$ cat config.mk
export PLATFORM = sky130hd
export DESIGN_NAME = tensor_transpose_address_gen
export DESIGN_NICKNAME = d
export VERILOG_FILES = /design/src/design/ttag_pkg.sv /design/src/design/tensor_transpose_address_gen.sv
export SDC_FILE = /design/constraint.sdc
export NUM_CORES = 2
export LEC_CHECK = 0
export ABC_AREA = 1
export BUFFER_PORTS_ARGS = -buffer_cell sky130_fd_sc_hd__buf_2
export CELL_PAD_IN_SITES_DETAIL_PLACEMENT = 1
export CELL_PAD_IN_SITES_GLOBAL_PLACEMENT = 2
export CORE_MARGIN = 1.5
export CORE_UTILIZATION = 25
export DETAILED_ROUTE_END_ITERATION = 10
export GPL_TIMING_DRIVEN = 0
export PLACE_DENSITY = 0.52
export SYNTH_ARGS = -nofsm -noshare
export SYNTH_HDL_FRONTEND = slang
export SYNTH_SLANG_ARGS = --single-unit
$ cat constraint.sdc
create_clock -name clk -period 6 [get_ports clk]
set_clock_uncertainty 0.15 [all_clocks]
set_input_delay 0 -clock clk [delete_from_list [all_inputs] [get_ports clk]]
set_output_delay 0 -clock clk [all_outputs]
set_load 0.02 [all_outputs]
$ cat src/design/ttag_pkg.sv
// ----------------------------------------------------------------------------
// ttag_pkg
// Shared widths, register map and reset values of the transpose address
// generator.
// ----------------------------------------------------------------------------
package ttag_pkg;

  // Defaults for the top-level parameters
  localparam int MAX_AXES_DEFAULT      = 4;
  localparam int ELEMENT_WIDTH_DEFAULT = 32;

  // Field widths
  localparam int DIGIT_W         = 8;
  localparam int ELEMENT_FIELD_W = 32;
  localparam int ADDR_W          = 32;
  localparam int S_TDATA_W       = 32;
  localparam int M_TDATA_W       = 64;

  // Configuration port
  localparam int PADDR_W = 4;
  localparam int PDATA_W = 32;

  typedef enum logic [1:0] {
    REG_AXIS_COUNT = 2'd0,
    REG_DIM_SIZES  = 2'd1,
    REG_AXIS_ORDER = 2'd2
  } cfg_reg_t;

  // Register reset values (identity order, one axis of size one)
  localparam logic [2:0]  AXIS_COUNT_RESET = 3'd1;
  localparam logic [31:0] DIM_SIZES_RESET  = 32'd0;
  localparam logic [7:0]  AXIS_ORDER_RESET = 8'd228;

endpackage

$ cat src/design/tensor_transpose_address_gen.sv
// ----------------------------------------------------------------------------
// tensor_transpose_address_gen
// Tags each element of a source tensor with its address after an axis
// permutation.
// ----------------------------------------------------------------------------
// Usage:
//   Elements arrive on the s_ side in source order, axis 0 fastest. Each
//   request carries the element in s_tdata and a restart flag in s_tuser that
//   clears the source index before that element. Every element leaves on the
//   m_ side with its destination address, the element value, tlast on the
//   final element of the tensor and an order-error flag in tuser.
//   Throughput is one element per cycle while s_tready is high. Each accepted
//   element loads the product register (digit times stride per axis), which in
//   turn loads the result register (sum of products).
//   Strides are derived from the registers by a chain of prefix-product
//   registers, one per axis, so after reset and after every register write
//   s_tready stays low while the stride table reloads.
//   Reset returns the registers to one axis of size one with identity order,
//   clears the source index and empties both pipeline stages.
//   When the receiver stalls, the result register holds its request and the
//   product stage still takes one more element; after that s_tready drops
//   until m_tready returns.
// ----------------------------------------------------------------------------
module tensor_transpose_address_gen
  import ttag_pkg::*;
#(
  parameter int MAX_AXES      = MAX_AXES_DEFAULT,
  parameter int ELEMENT_WIDTH = ELEMENT_WIDTH_DEFAULT
) (
  input  logic                 clk,
  input  logic                 rst,
  // input stream
  input  logic                 s_tvalid,
  output logic                 s_tready,
  input  logic [S_TDATA_W-1:0] s_tdata,   // [31:0] element
  input  logic [0:0]           s_tuser,   // [0] restart
  // output stream
  output logic                 m_tvalid,
  input  logic                 m_tready,
  output logic [M_TDATA_W-1:0] m_tdata,   // [31:0] dest_address, [63:32] value
  output logic                 m_tlast,
  output logic [0:0]           m_tuser,   // [0] order_error
  // configuration
  input  logic                 psel,
  input  logic                 penable,
  input  logic                 pwrite,
  input  logic [PADDR_W-1:0]   paddr,
  input  logic [PDATA_W-1:0]   pwdata,
  output logic [PDATA_W-1:0]   prdata,
  output logic                 pready
);

  // Largest stride: product of MAX_AXES-1 sizes of up to 256 each
  localparam int STRIDE_W = DIGIT_W * (MAX_AXES - 1) + 1;
  localparam int TERM_W   = STRIDE_W + DIGIT_W;
  localparam int VALUE_W  = (ELEMENT_WIDTH < ELEMENT_FIELD_W) ? ELEMENT_WIDTH
                                                              : ELEMENT_FIELD_W;
  localparam int SETTLE_W = $clog2(MAX_AXES + 1);

  // --------------------------------------------------------------------------
  // Configuration registers
  // --------------------------------------------------------------------------
  logic [2:0]  axis_count;
  logic [31:0] dim_sizes;
  logic [7:0]  axis_order;
  logic        cfg_write;

  assign pready    = 1'b1;
  assign cfg_write = psel & penable & pwrite & pready;

  always_ff @(posedge clk) begin
    if (rst) begin
      axis_count <= AXIS_COUNT_RESET;
      dim_sizes  <= DIM_SIZES_RESET;
      axis_order <= AXIS_ORDER_RESET;
    end else if (cfg_write) begin
      unique case (paddr[3:2])
        REG_AXIS_COUNT: axis_count <= pwdata[2:0];
        REG_DIM_SIZES:  dim_sizes  <= pwdata;
        REG_AXIS_ORDER: axis_order <= pwdata[7:0];
        default: ;
      endcase
    end
  end

  always_comb begin
    unique case (paddr[3:2])
      REG_AXIS_COUNT: prdata = {29'd0, axis_count};
      REG_DIM_SIZES:  prdata = dim_sizes;
      REG_AXIS_ORDER: prdata = {24'd0, axis_order};
      default:        prdata = '0;
    endcase
  end

  // Axes in use: zero counts as one, anything above MAX_AXES as MAX_AXES
  logic [2:0] n_used;
  always_comb begin
    if (axis_count == 3'd0) begin
      n_used = 3'd1;
    end else if (axis_count > 3'(MAX_AXES)) begin
      n_used = 3'(MAX_AXES);
    end else begin
      n_used = axis_count;
    end
  end

  // --------------------------------------------------------------------------
  // Stride table
  // --------------------------------------------------------------------------
  // Size of the axis at each destination position; unused axes count as one.
  logic [DIGIT_W:0] pos_size [MAX_AXES];
  always_comb begin
    for (int j = 0; j < MAX_AXES; j++) begin
      pos_size[j] = (DIGIT_W + 1)'(1);
      for (int k = 0; k < MAX_AXES; k++) begin
        if (axis_order[2*j +: 2] == 2'(k) && 3'(k) < n_used) begin
          pos_size[j] = {1'b0, dim_sizes[DIGIT_W*k +: DIGIT_W]} + (DIGIT_W + 1)'(1);
        end
      end
    end
  end

  // prefix[j]: product of the sizes at positions below j, one multiply a stage
  logic [STRIDE_W-1:0] prefix      [MAX_AXES];
  logic [STRIDE_W-1:0] prefix_next [MAX_AXES];
  always_comb begin
    logic [STRIDE_W+DIGIT_W:0] prod;
    prod = '0;
    prefix_next[0] = STRIDE_W'(1);
    for (int j = 1; j < MAX_AXES; j++) begin
      prod = (STRIDE_W + DIGIT_W + 1)'(prefix[j-1])
           * (STRIDE_W + DIGIT_W + 1)'(pos_size[j-1]);
      prefix_next[j] = prod[STRIDE_W-1:0];
    end
  end

  always_ff @(posedge clk) begin
    prefix <= prefix_next;
  end

  // Stride of each axis: prefix at the first used position naming it
  logic [STRIDE_W-1:0] stride      [MAX_AXES];
  logic [STRIDE_W-1:0] stride_next [MAX_AXES];
  logic                order_err;
  logic                order_err_next;
  always_comb begin
    logic found;
    found = 1'b0;
    order_err_next = 1'b0;
    for (int i = 0; i < MAX_AXES; i++) begin
      found = 1'b0;
      stride_next[i] = '0;
      for (int j = 0; j < MAX_AXES; j++) begin
        if (!found && 3'(j) < n_used && axis_order[2*j +: 2] == 2'(i)) begin
          found = 1'b1;
          stride_next[i] = prefix[j];
        end
      end
      if (3'(i) < n_used && !found) begin
        order_err_next = 1'b1;
      end
    end
  end

  always_ff @(posedge clk) begin
    stride    <= stride_next;
    order_err <= order_err_next;
  end

  // Hold off input until the prefix chain and stride table have caught up
  logic [SETTLE_W-1:0] settle;
  always_ff @(posedge clk) begin
    if (rst || cfg_write) begin
      settle <= SETTLE_W'(MAX_AXES);
    end else if (settle != '0) begin
      settle <= settle - SETTLE_W'(1);
    end
  end

  // --------------------------------------------------------------------------
  // Handshake
  // --------------------------------------------------------------------------
  logic s1_valid;
  logic out_load;
  logic accept;

  assign out_load = !m_tvalid || m_tready;
  assign s_tready = (settle == '0) && (!s1_valid || out_load);
  assign accept   = s_tvalid && s_tready;

  // --------------------------------------------------------------------------
  // Source index: restart, last test, mixed-radix increment, products
  // --------------------------------------------------------------------------
  logic [DIGIT_W-1:0] digits      [MAX_AXES];
  logic [DIGIT_W-1:0] digits_next [MAX_AXES];
  logic [DIGIT_W-1:0] digit_eff   [MAX_AXES];
  logic [TERM_W-1:0]  term_next   [MAX_AXES];
  logic               last_next;

  always_comb begin
    logic carry;
    logic [DIGIT_W-1:0] dmax;
    carry = 1'b1;
    dmax  = '0;
    last_next = 1'b1;
    for (int i = 0; i < MAX_AXES; i++) begin
      digit_eff[i] = s_tuser[0] ? '0 : digits[i];
      dmax = dim_sizes[DIGIT_W*i +: DIGIT_W];
      if (3'(i) < n_used && digit_eff[i] < dmax) begin
        last_next = 1'b0;
      end
      term_next[i] = (3'(i) < n_used) ? TERM_W'(digit_eff[i]) * TERM_W'(stride[i])
                                      : '0;
    end
    // Ripple the increment; a digit at or above its maximum wraps and carries
    for (int i = 0; i < MAX_AXES; i++) begin
      dmax = dim_sizes[DIGIT_W*i +: DIGIT_W];
      digits_next[i] = digit_eff[i];
      if (last_next) begin
        digits_next[i] = '0;
      end else if (carry && 3'(i) < n_used) begin
        if (digit_eff[i] >= dmax) begin
          digits_next[i] = '0;
        end else begin
          digits_next[i] = digit_eff[i] + DIGIT_W'(1);
          carry = 1'b0;
        end
      end
    end
  end

  always_ff @(posedge clk) begin
    if (rst) begin
      for (int i = 0; i < MAX_AXES; i++) begin
        digits[i] <= '0;
      end
    end else if (accept) begin
      digits <= digits_next;
    end
  end

  // --------------------------------------------------------------------------
  // Product stage
  // --------------------------------------------------------------------------
  logic [TERM_W-1:0]  s1_term [MAX_AXES];
  logic [VALUE_W-1:0] s1_value;
  logic               s1_last;
  logic               s1_err;

  always_ff @(posedge clk) begin
    if (rst) begin
      s1_valid <= 1'b0;
    end else if (accept) begin
      s1_valid <= 1'b1;
    end else if (out_load) begin
      s1_valid <= 1'b0;
    end
  end

  always_ff @(posedge clk) begin
    if (accept) begin
      s1_term  <= term_next;
      s1_value <= s_tdata[VALUE_W-1:0];
      s1_last  <= last_next;
      s1_err   <= order_err;
    end
  end

  // --------------------------------------------------------------------------
  // Result stage: sum the products, drop the address on an order error
  // --------------------------------------------------------------------------
  logic [ADDR_W-1:0]  addr_sum;
  logic [ADDR_W-1:0]  dest_address;
  logic [VALUE_W-1:0] value;
  logic               last;
  logic               order_error;

  always_comb begin
    addr_sum = '0;
    for (int i = 0; i < MAX_AXES; i++) begin
      addr_sum = addr_sum + ADDR_W'(s1_term[i]);
    end
  end

  always_ff @(posedge clk) begin
    if (rst) begin
      m_tvalid <= 1'b0;
    end else if (out_load) begin
      m_tvalid <= s1_valid;
    end
  end

  always_ff @(posedge clk) begin
    if (out_load && s1_valid) begin
      dest_address <= s1_err ? '0 : addr_sum;
      value        <= s1_value;
      last         <= s1_last;
      order_error  <= s1_err;
    end
  end

  assign m_tdata = {ELEMENT_FIELD_W'(value), dest_address};
  assign m_tlast = last;
  assign m_tuser = order_error;

endmodule

Word-level counts from Yosys, hierarchy flattened
Index checks and enable logic that the tools add are counted.
W data, S select, Z words.
- mux-type cells: 79
- $lt $le $gt $ge: 13
- bitwise gates (word level): 2
- reduce and logical (&&, ||, !) cells: 87
- eq/ne operators: 14
- add/subtract/negate cells: 12
- multipliers: 6
- operators by type and width (kind ; number):
    $mux W25 ; 12
    $mul A8 B25 Y32 ; 4
    $mux W8 ; 16
    $mux W9 ; 12
    $add A32 B32 Y32 ; 3
    $pmux W32 S3 ; 1
    $logic_and A1 B1 Y1 ; 53
    $add A8 B1 Y9 const B ; 4
    $mux W1 ; 36
    $add A8 B1 Y8 const B ; 4
    $ge A8 B8 Y1 ; 4
    $lt A8 B8 Y1 ; 4
    $mul A18 B9 Y25 ; 1
    $eq A2 B2 Y1 const B ; 9
    $logic_not A1 Y1 ; 18
    $mul A9 B9 Y18 ; 1
    $eq A2 B1 Y1 const B ; 5
    $logic_not A2 Y1 ; 5
    $logic_not A3 Y1 ; 2
    $lt A1 B3 Y1 const A ; 2
    $lt A2 B3 Y1 const A ; 2
    $mux W3 ; 2
    $reduce_and A2 Y1 ; 3
    $gt A3 B3 Y1 const B ; 1
    6 further kinds ; 9
- input bits: 76
- register bits: 461
- word-level logic and storage cells: 242
- output and inout port bits: 101

Longest topological paths before layout
- depth after elaboration: 21
- mapped depth: 31

Least setup slack after synthesis
Ideal clock, no wire load.
- path type: register to register
- start: register dim_sizes[0]
- end: register prefix[21] (netlist bit)
- stages on the path, launching flop included: 25
- arrival time: 5.116 ns
- slack: 0.662 ns
- buffers on the path: 1
- cells stage by stage: dfxtp_1 -> ha_1 -> nand2_1 -> nor2_1 -> nand4_1 -> nand2_1 -> inv_1 -> a221oi_2 -> buf_4 -> nor3_1 -> fa_1 -> fa_1 -> fa_1 -> inv_1 -> fa_1 -> inv_1 -> ha_1 -> a21oi_1 -> o21ai_0 -> a21oi_1 -> inv_1 -> a21oi_1 -> o21ai_1 -> a21oi_1 -> xnor2_1
- RTL lines (element ; RTL line ; source):
    start, declared ; tensor_transpose_address_gen.sv:64 ; logic [31:0] dim_sizes;
    start signal, assigned ; tensor_transpose_address_gen.sv:79 ; REG_DIM_SIZES: dim_sizes <= pwdata;
    end signal, assigned ; tensor_transpose_address_gen.sv:138 ; prefix <= prefix_next;
    end, declared ; tensor_transpose_address_gen.sv:124 ; logic [STRIDE_W-1:0] prefix [MAX_AXES];

Worst setup path in the final report
- start: register digits[28] (netlist bit)
- end: register s1_term[128] (netlist bit), data pin
- word-level cells in the longest chain between the ends: 2
- ends and longest elaborated chain (element ; RTL line ; source):
    start, declared ; tensor_transpose_address_gen.sv:194 ; logic [DIGIT_W-1:0] digits [MAX_AXES];
    start signal, assigned ; tensor_transpose_address_gen.sv:238 ; digits <= digits_next;
    $mux W8 ; tensor_transpose_address_gen.sv:207 ; digit_eff[i] = s_tuser[0] ? '0 : digits[i];
    $mul A8 B25 Y32 ; tensor_transpose_address_gen.sv:212 ; term_next[i] = (3'(i) < n_used) ? TERM_W'(digit_eff[i]) * TERM_W'(stride[i])
    end signal, assigned ; tensor_transpose_address_gen.sv:262 ; s1_term <= term_next;
    end, declared ; tensor_transpose_address_gen.sv:245 ; logic [TERM_W-1:0] s1_term [MAX_AXES];
Every way passes these cells.
A chain may end at the register's enable or synchronous reset.

==> flow_metrics.py <==
metrics = {
    "run_status": {
        "outcome": "completed",
    },
    "drt": {
        "dr_total_vias": 43270,
        "drc": 0,
        "drtPass1Iterations": 5,
        "vias_per_cell": 4.623,
        "wirelength_um": 215100,
        "final_antenna_net_count": 0,
        "first_iter_violations": 2024,
        "wire_per_inst_um": 22.98,
    },
    "global_route": {
        "gr-usage-all-layers_pct": 20.66,
        "grt_pass1_vias": 48090,
        "antenna_found_initial": 16,
        "grt_pass1_wl_um": 319400,
        "grt_max_degree": 101,
        "grt-ovfl-total": 0,
    },
    "yosys": {
        "yosysUniqueCellTypes": 66,
        "synth_fp_nets": 7350,
        "ys.flop_type": "dfxtp_1",
        "async_flop_share_pct": 0,
        "ys_seq_elements": 461,
        "yosys_warnings": 0,
        "netlist_instances": 6147,
        "syn_area_mm2": 0.05161,
        "synth_edf_count": 228,
        "syn_area_per_cell_um2": 8.396,
        "seq_area_frac_synth_pct": 22.30,
    },
    "hold_path": {
        "hold_class": "in -> reg",
    },
    "timing": {
        "finalCritPeriodShare_pct": 96.10,
        "clock.fmax_ghz": 0.1734,
        "setup_tns_ps": 0,
        "worstMarginPinSlew_ps": 1326,
        "slew_headroom_pct": 11.58,
        "slew_viol_final": 0,
        "finalHoldViolations": 0,
        "min_period_ps": 5766,
        "setup-violations-final": 0,
    },
    "die": {
        "die-area_mm2": 0.2092,
        "die_w_um": 457.4,
        "start_util_pct": 25.20,
        "io_pins": 177,
        "core_mm2": 0.2048,
        "dieHeight_um": 457.4,
        "rows": 166,
    },
    "power": {
        "vdd_drop_max_mv": 0.2696,
        "p_leak_nw": 24.40,
        "powerDensity_mw_per_mm2": 159.6,
    },
    "final_layout": {
        "register_area_mm2": 0.01154,
        "layout_common_cells": "nand2_1 (1,143), inv_1 (1,106), fa_1 (771), nor2_1 (747), ha_1 (343)",
        "nets": 7824,
        "nFillCells": 24190,
        "multi_input_area_mm2": 0.03593,
        "drive_above_1_share_pct": 10.37,
        "utilization_pct": 29.85,
        "area_delta_synth_final_pct": 18.45,
        "layout_commonest_cell": "nand2_1",
    },
    "place": {
        "place_hpwl_um": 182600,
        "numPortBuffers": 172,
        "gp_congestion": 0.8627,
    },
    "setup_path": {
        "critPathKind": "reg -> reg",
        "cp.arrival_ps": 6060,
        "cp-start-kind": "flop",
        "cp_max_fo": 7,
        "regToRegSetupSlack_ps": 230,
        "regToRegStartpoint": "digits[28]",
        "crit_path_end_kind": "flop",
        "r2r_cells": 20,
        "worstSetupStartpoint": "digits[28]",
        "critPathRequiredTime_ps": 6300,
        "cp-endpoint": "s1_term[128]",
        "r2r-end": "s1_term[128]",
    },
    "cts": {
        "clk_latency_ps": 720,
        "cts.reportedPaths.clkPinSlew_ps": 60,
        "numCtsBuffers": 60,
        "clock_path_buffers": 3,
        "clockRootBuffer": "clkbuf_16",
        "htree_levels": 2,
        "cts.sinks": 461,
        "cts_tree": "built",
    },
    "run": {
        "maxCapViolCount": 0,
    },
}
critical path, cell delays in order, from the launching register on:
cell and delay [ps]:
dfxtp_1 330, nand2_1 300, inv_1 590, nand2_1 140
fa_1 490, fa_1 550, inv_1 60, fa_1 480
inv_1 50, fa_1 470, inv_1 40, ha_1 330
nand2_1 90, inv_1 50, a21boi_0 120, o21ai_1 370
a21oi_1 120, o21ai_0 390, nand2_1 180, nand4_1 110
nand2_1 70
worst min-delay path by stage:
stage,startpoint,to,slack [ps],depth (start not counted)
after CTS,pwdata[16],dim_sizes[16],2,4
after global placement,s_tdata[14],s1_value[14],30,1
final,pwdata[16],dim_sizes[16],30,4
after detailed placement,s_tdata[21],s1_value[21],30,1
after global routing,pwdata[6],axis_order[6],30,4
after floorplan,s_tdata[0],s1_value[0],-50,0
cells by family after synthesis:
family / share of synthesized area, %
AOI/OAI and AO/OA: 10.06
xor gates and xnor gates: 1.697
and+or+nand+nor: 17.67
DFF: 22.30
buffers and inverters: 9.700
adders and majority gates: 38.55
other: 0.007266
Yosys cell counts (4+ instances only):
cell	n	area share (%)
nand2_2	4	0.048
inv_2	17	0.12
ha_1	355	8.6
inv_1	1136	8.3
o21ai_0	215	2.1
o22ai_1	53	0.64
buf_1	15	0.11
buf_2	17	0.16
o21ai_1	19	0.18
edfxtp_1	228	13
clkinv_1	26	0.19
a31oi_1	18	0.22
nor3_2	4	0.078
and2_1	4	0.048
xor2_1	71	1.2
a221oi_1	8	0.14
nor3_1	87	0.84
nor3_4	4	0.13
o21a_1	37	0.54
clkbuf_1	97	0.71
a211oi_1	8	0.12
a22oi_1	9	0.13
nand2_1	1159	8.4
nor2_4	5	0.11
o221ai_1	37	0.63
nor2_2	5	0.061
o21bai_1	20	0.29
nor3b_1	4	0.058
nor4_1	5	0.061
o211ai_1	28	0.41
or2_2	11	0.13
a21oi_1	367	3.6
dfxtp_1	233	9.0
nor2_1	784	5.7
xnor2_1	29	0.49
o2111ai_1	4	0.068
a21boi_0	5	0.073
o21ai_2	5	0.085
fa_1	772	30
nand4_1	53	0.64
a21o_1	32	0.47
nand3_1	115	1.1
buf_4	4	0.058
state kept, by name, summed over array words and instances, names as in the netlist:
signal	count
m_tuser	1
dest_address	32
digits	32
axis_order	8
s1_term	128
dim_sizes	32
value	32
s1_last	1
stride	100
prefix	52
settle	3
s1_err	1
s1_valid	1
axis_count	3
s1_value	32
m_tvalid	1
order_err	1
m_tlast	1
layer usage:
metal	wire, µm	GRT usage [%]	vias to the layer above
li1	-	-	20280
met4	5265	4.944	6
met1	97030	26.87	22150
met3	6209	1.780	200
met5	43	0	-
met2	106600	36.76	629
through the flow:
step | cells | setup WS, ps | hold slack, ps | area [µm²] | power (mW)
after CTS | 9282 | -9.423 | 1.702 | 59980 | 9.927
final | 9360 | 234.2 | 31.00 | 61130 | 9.759
after detailed placement | 9010 | -1425 | 28.93 | 55920 | 6.095
after global routing | 9352 | -21.33 | 27.04 | 61110 | 10.33
after floorplan | 6147 | 662.0 | -51.13 | 51610 | 5.226
after global placement | 9007 | -1476 | 27.86 | 55830 | 6.089
where the power goes:
part           internal, mW  switching [mW]  leakage (nW)
Sequential             3.58           0.128          4.02
Clock                  2.10            1.58         0.951
Combinational         0.779            1.60          19.4
repair_timing:
| action | in CTS | in global routing |
|---|---|---|
| hold endpoints to repair | 130 | 0 |
| buffers inserted | 21 | 71 |
| hold buffers | 146 | 0 |
| endpoints found under the setup margin | 102 | 59 |
| resized for setup | 152 | 213 |
| pin swaps | 12 | 33 |
cell type report:
| cell class | count | area share, % |
|---|---|---|
| clock inverters | 30 | 0.5588 |
| inverters | 1180 | 7.376 |
| multi-input cells | 4369 | 58.78 |
| clock buffers | 75 | 2.616 |
| diodes | 8 | 0.03275 |
| plain buffers | 136 | 1.181 |
| well taps | 2688 | 5.502 |
| flip-flops and latches | 461 | 18.87 |
| repair buffers | 413 | 5.080 |
(Power assumes the default switching activity.)
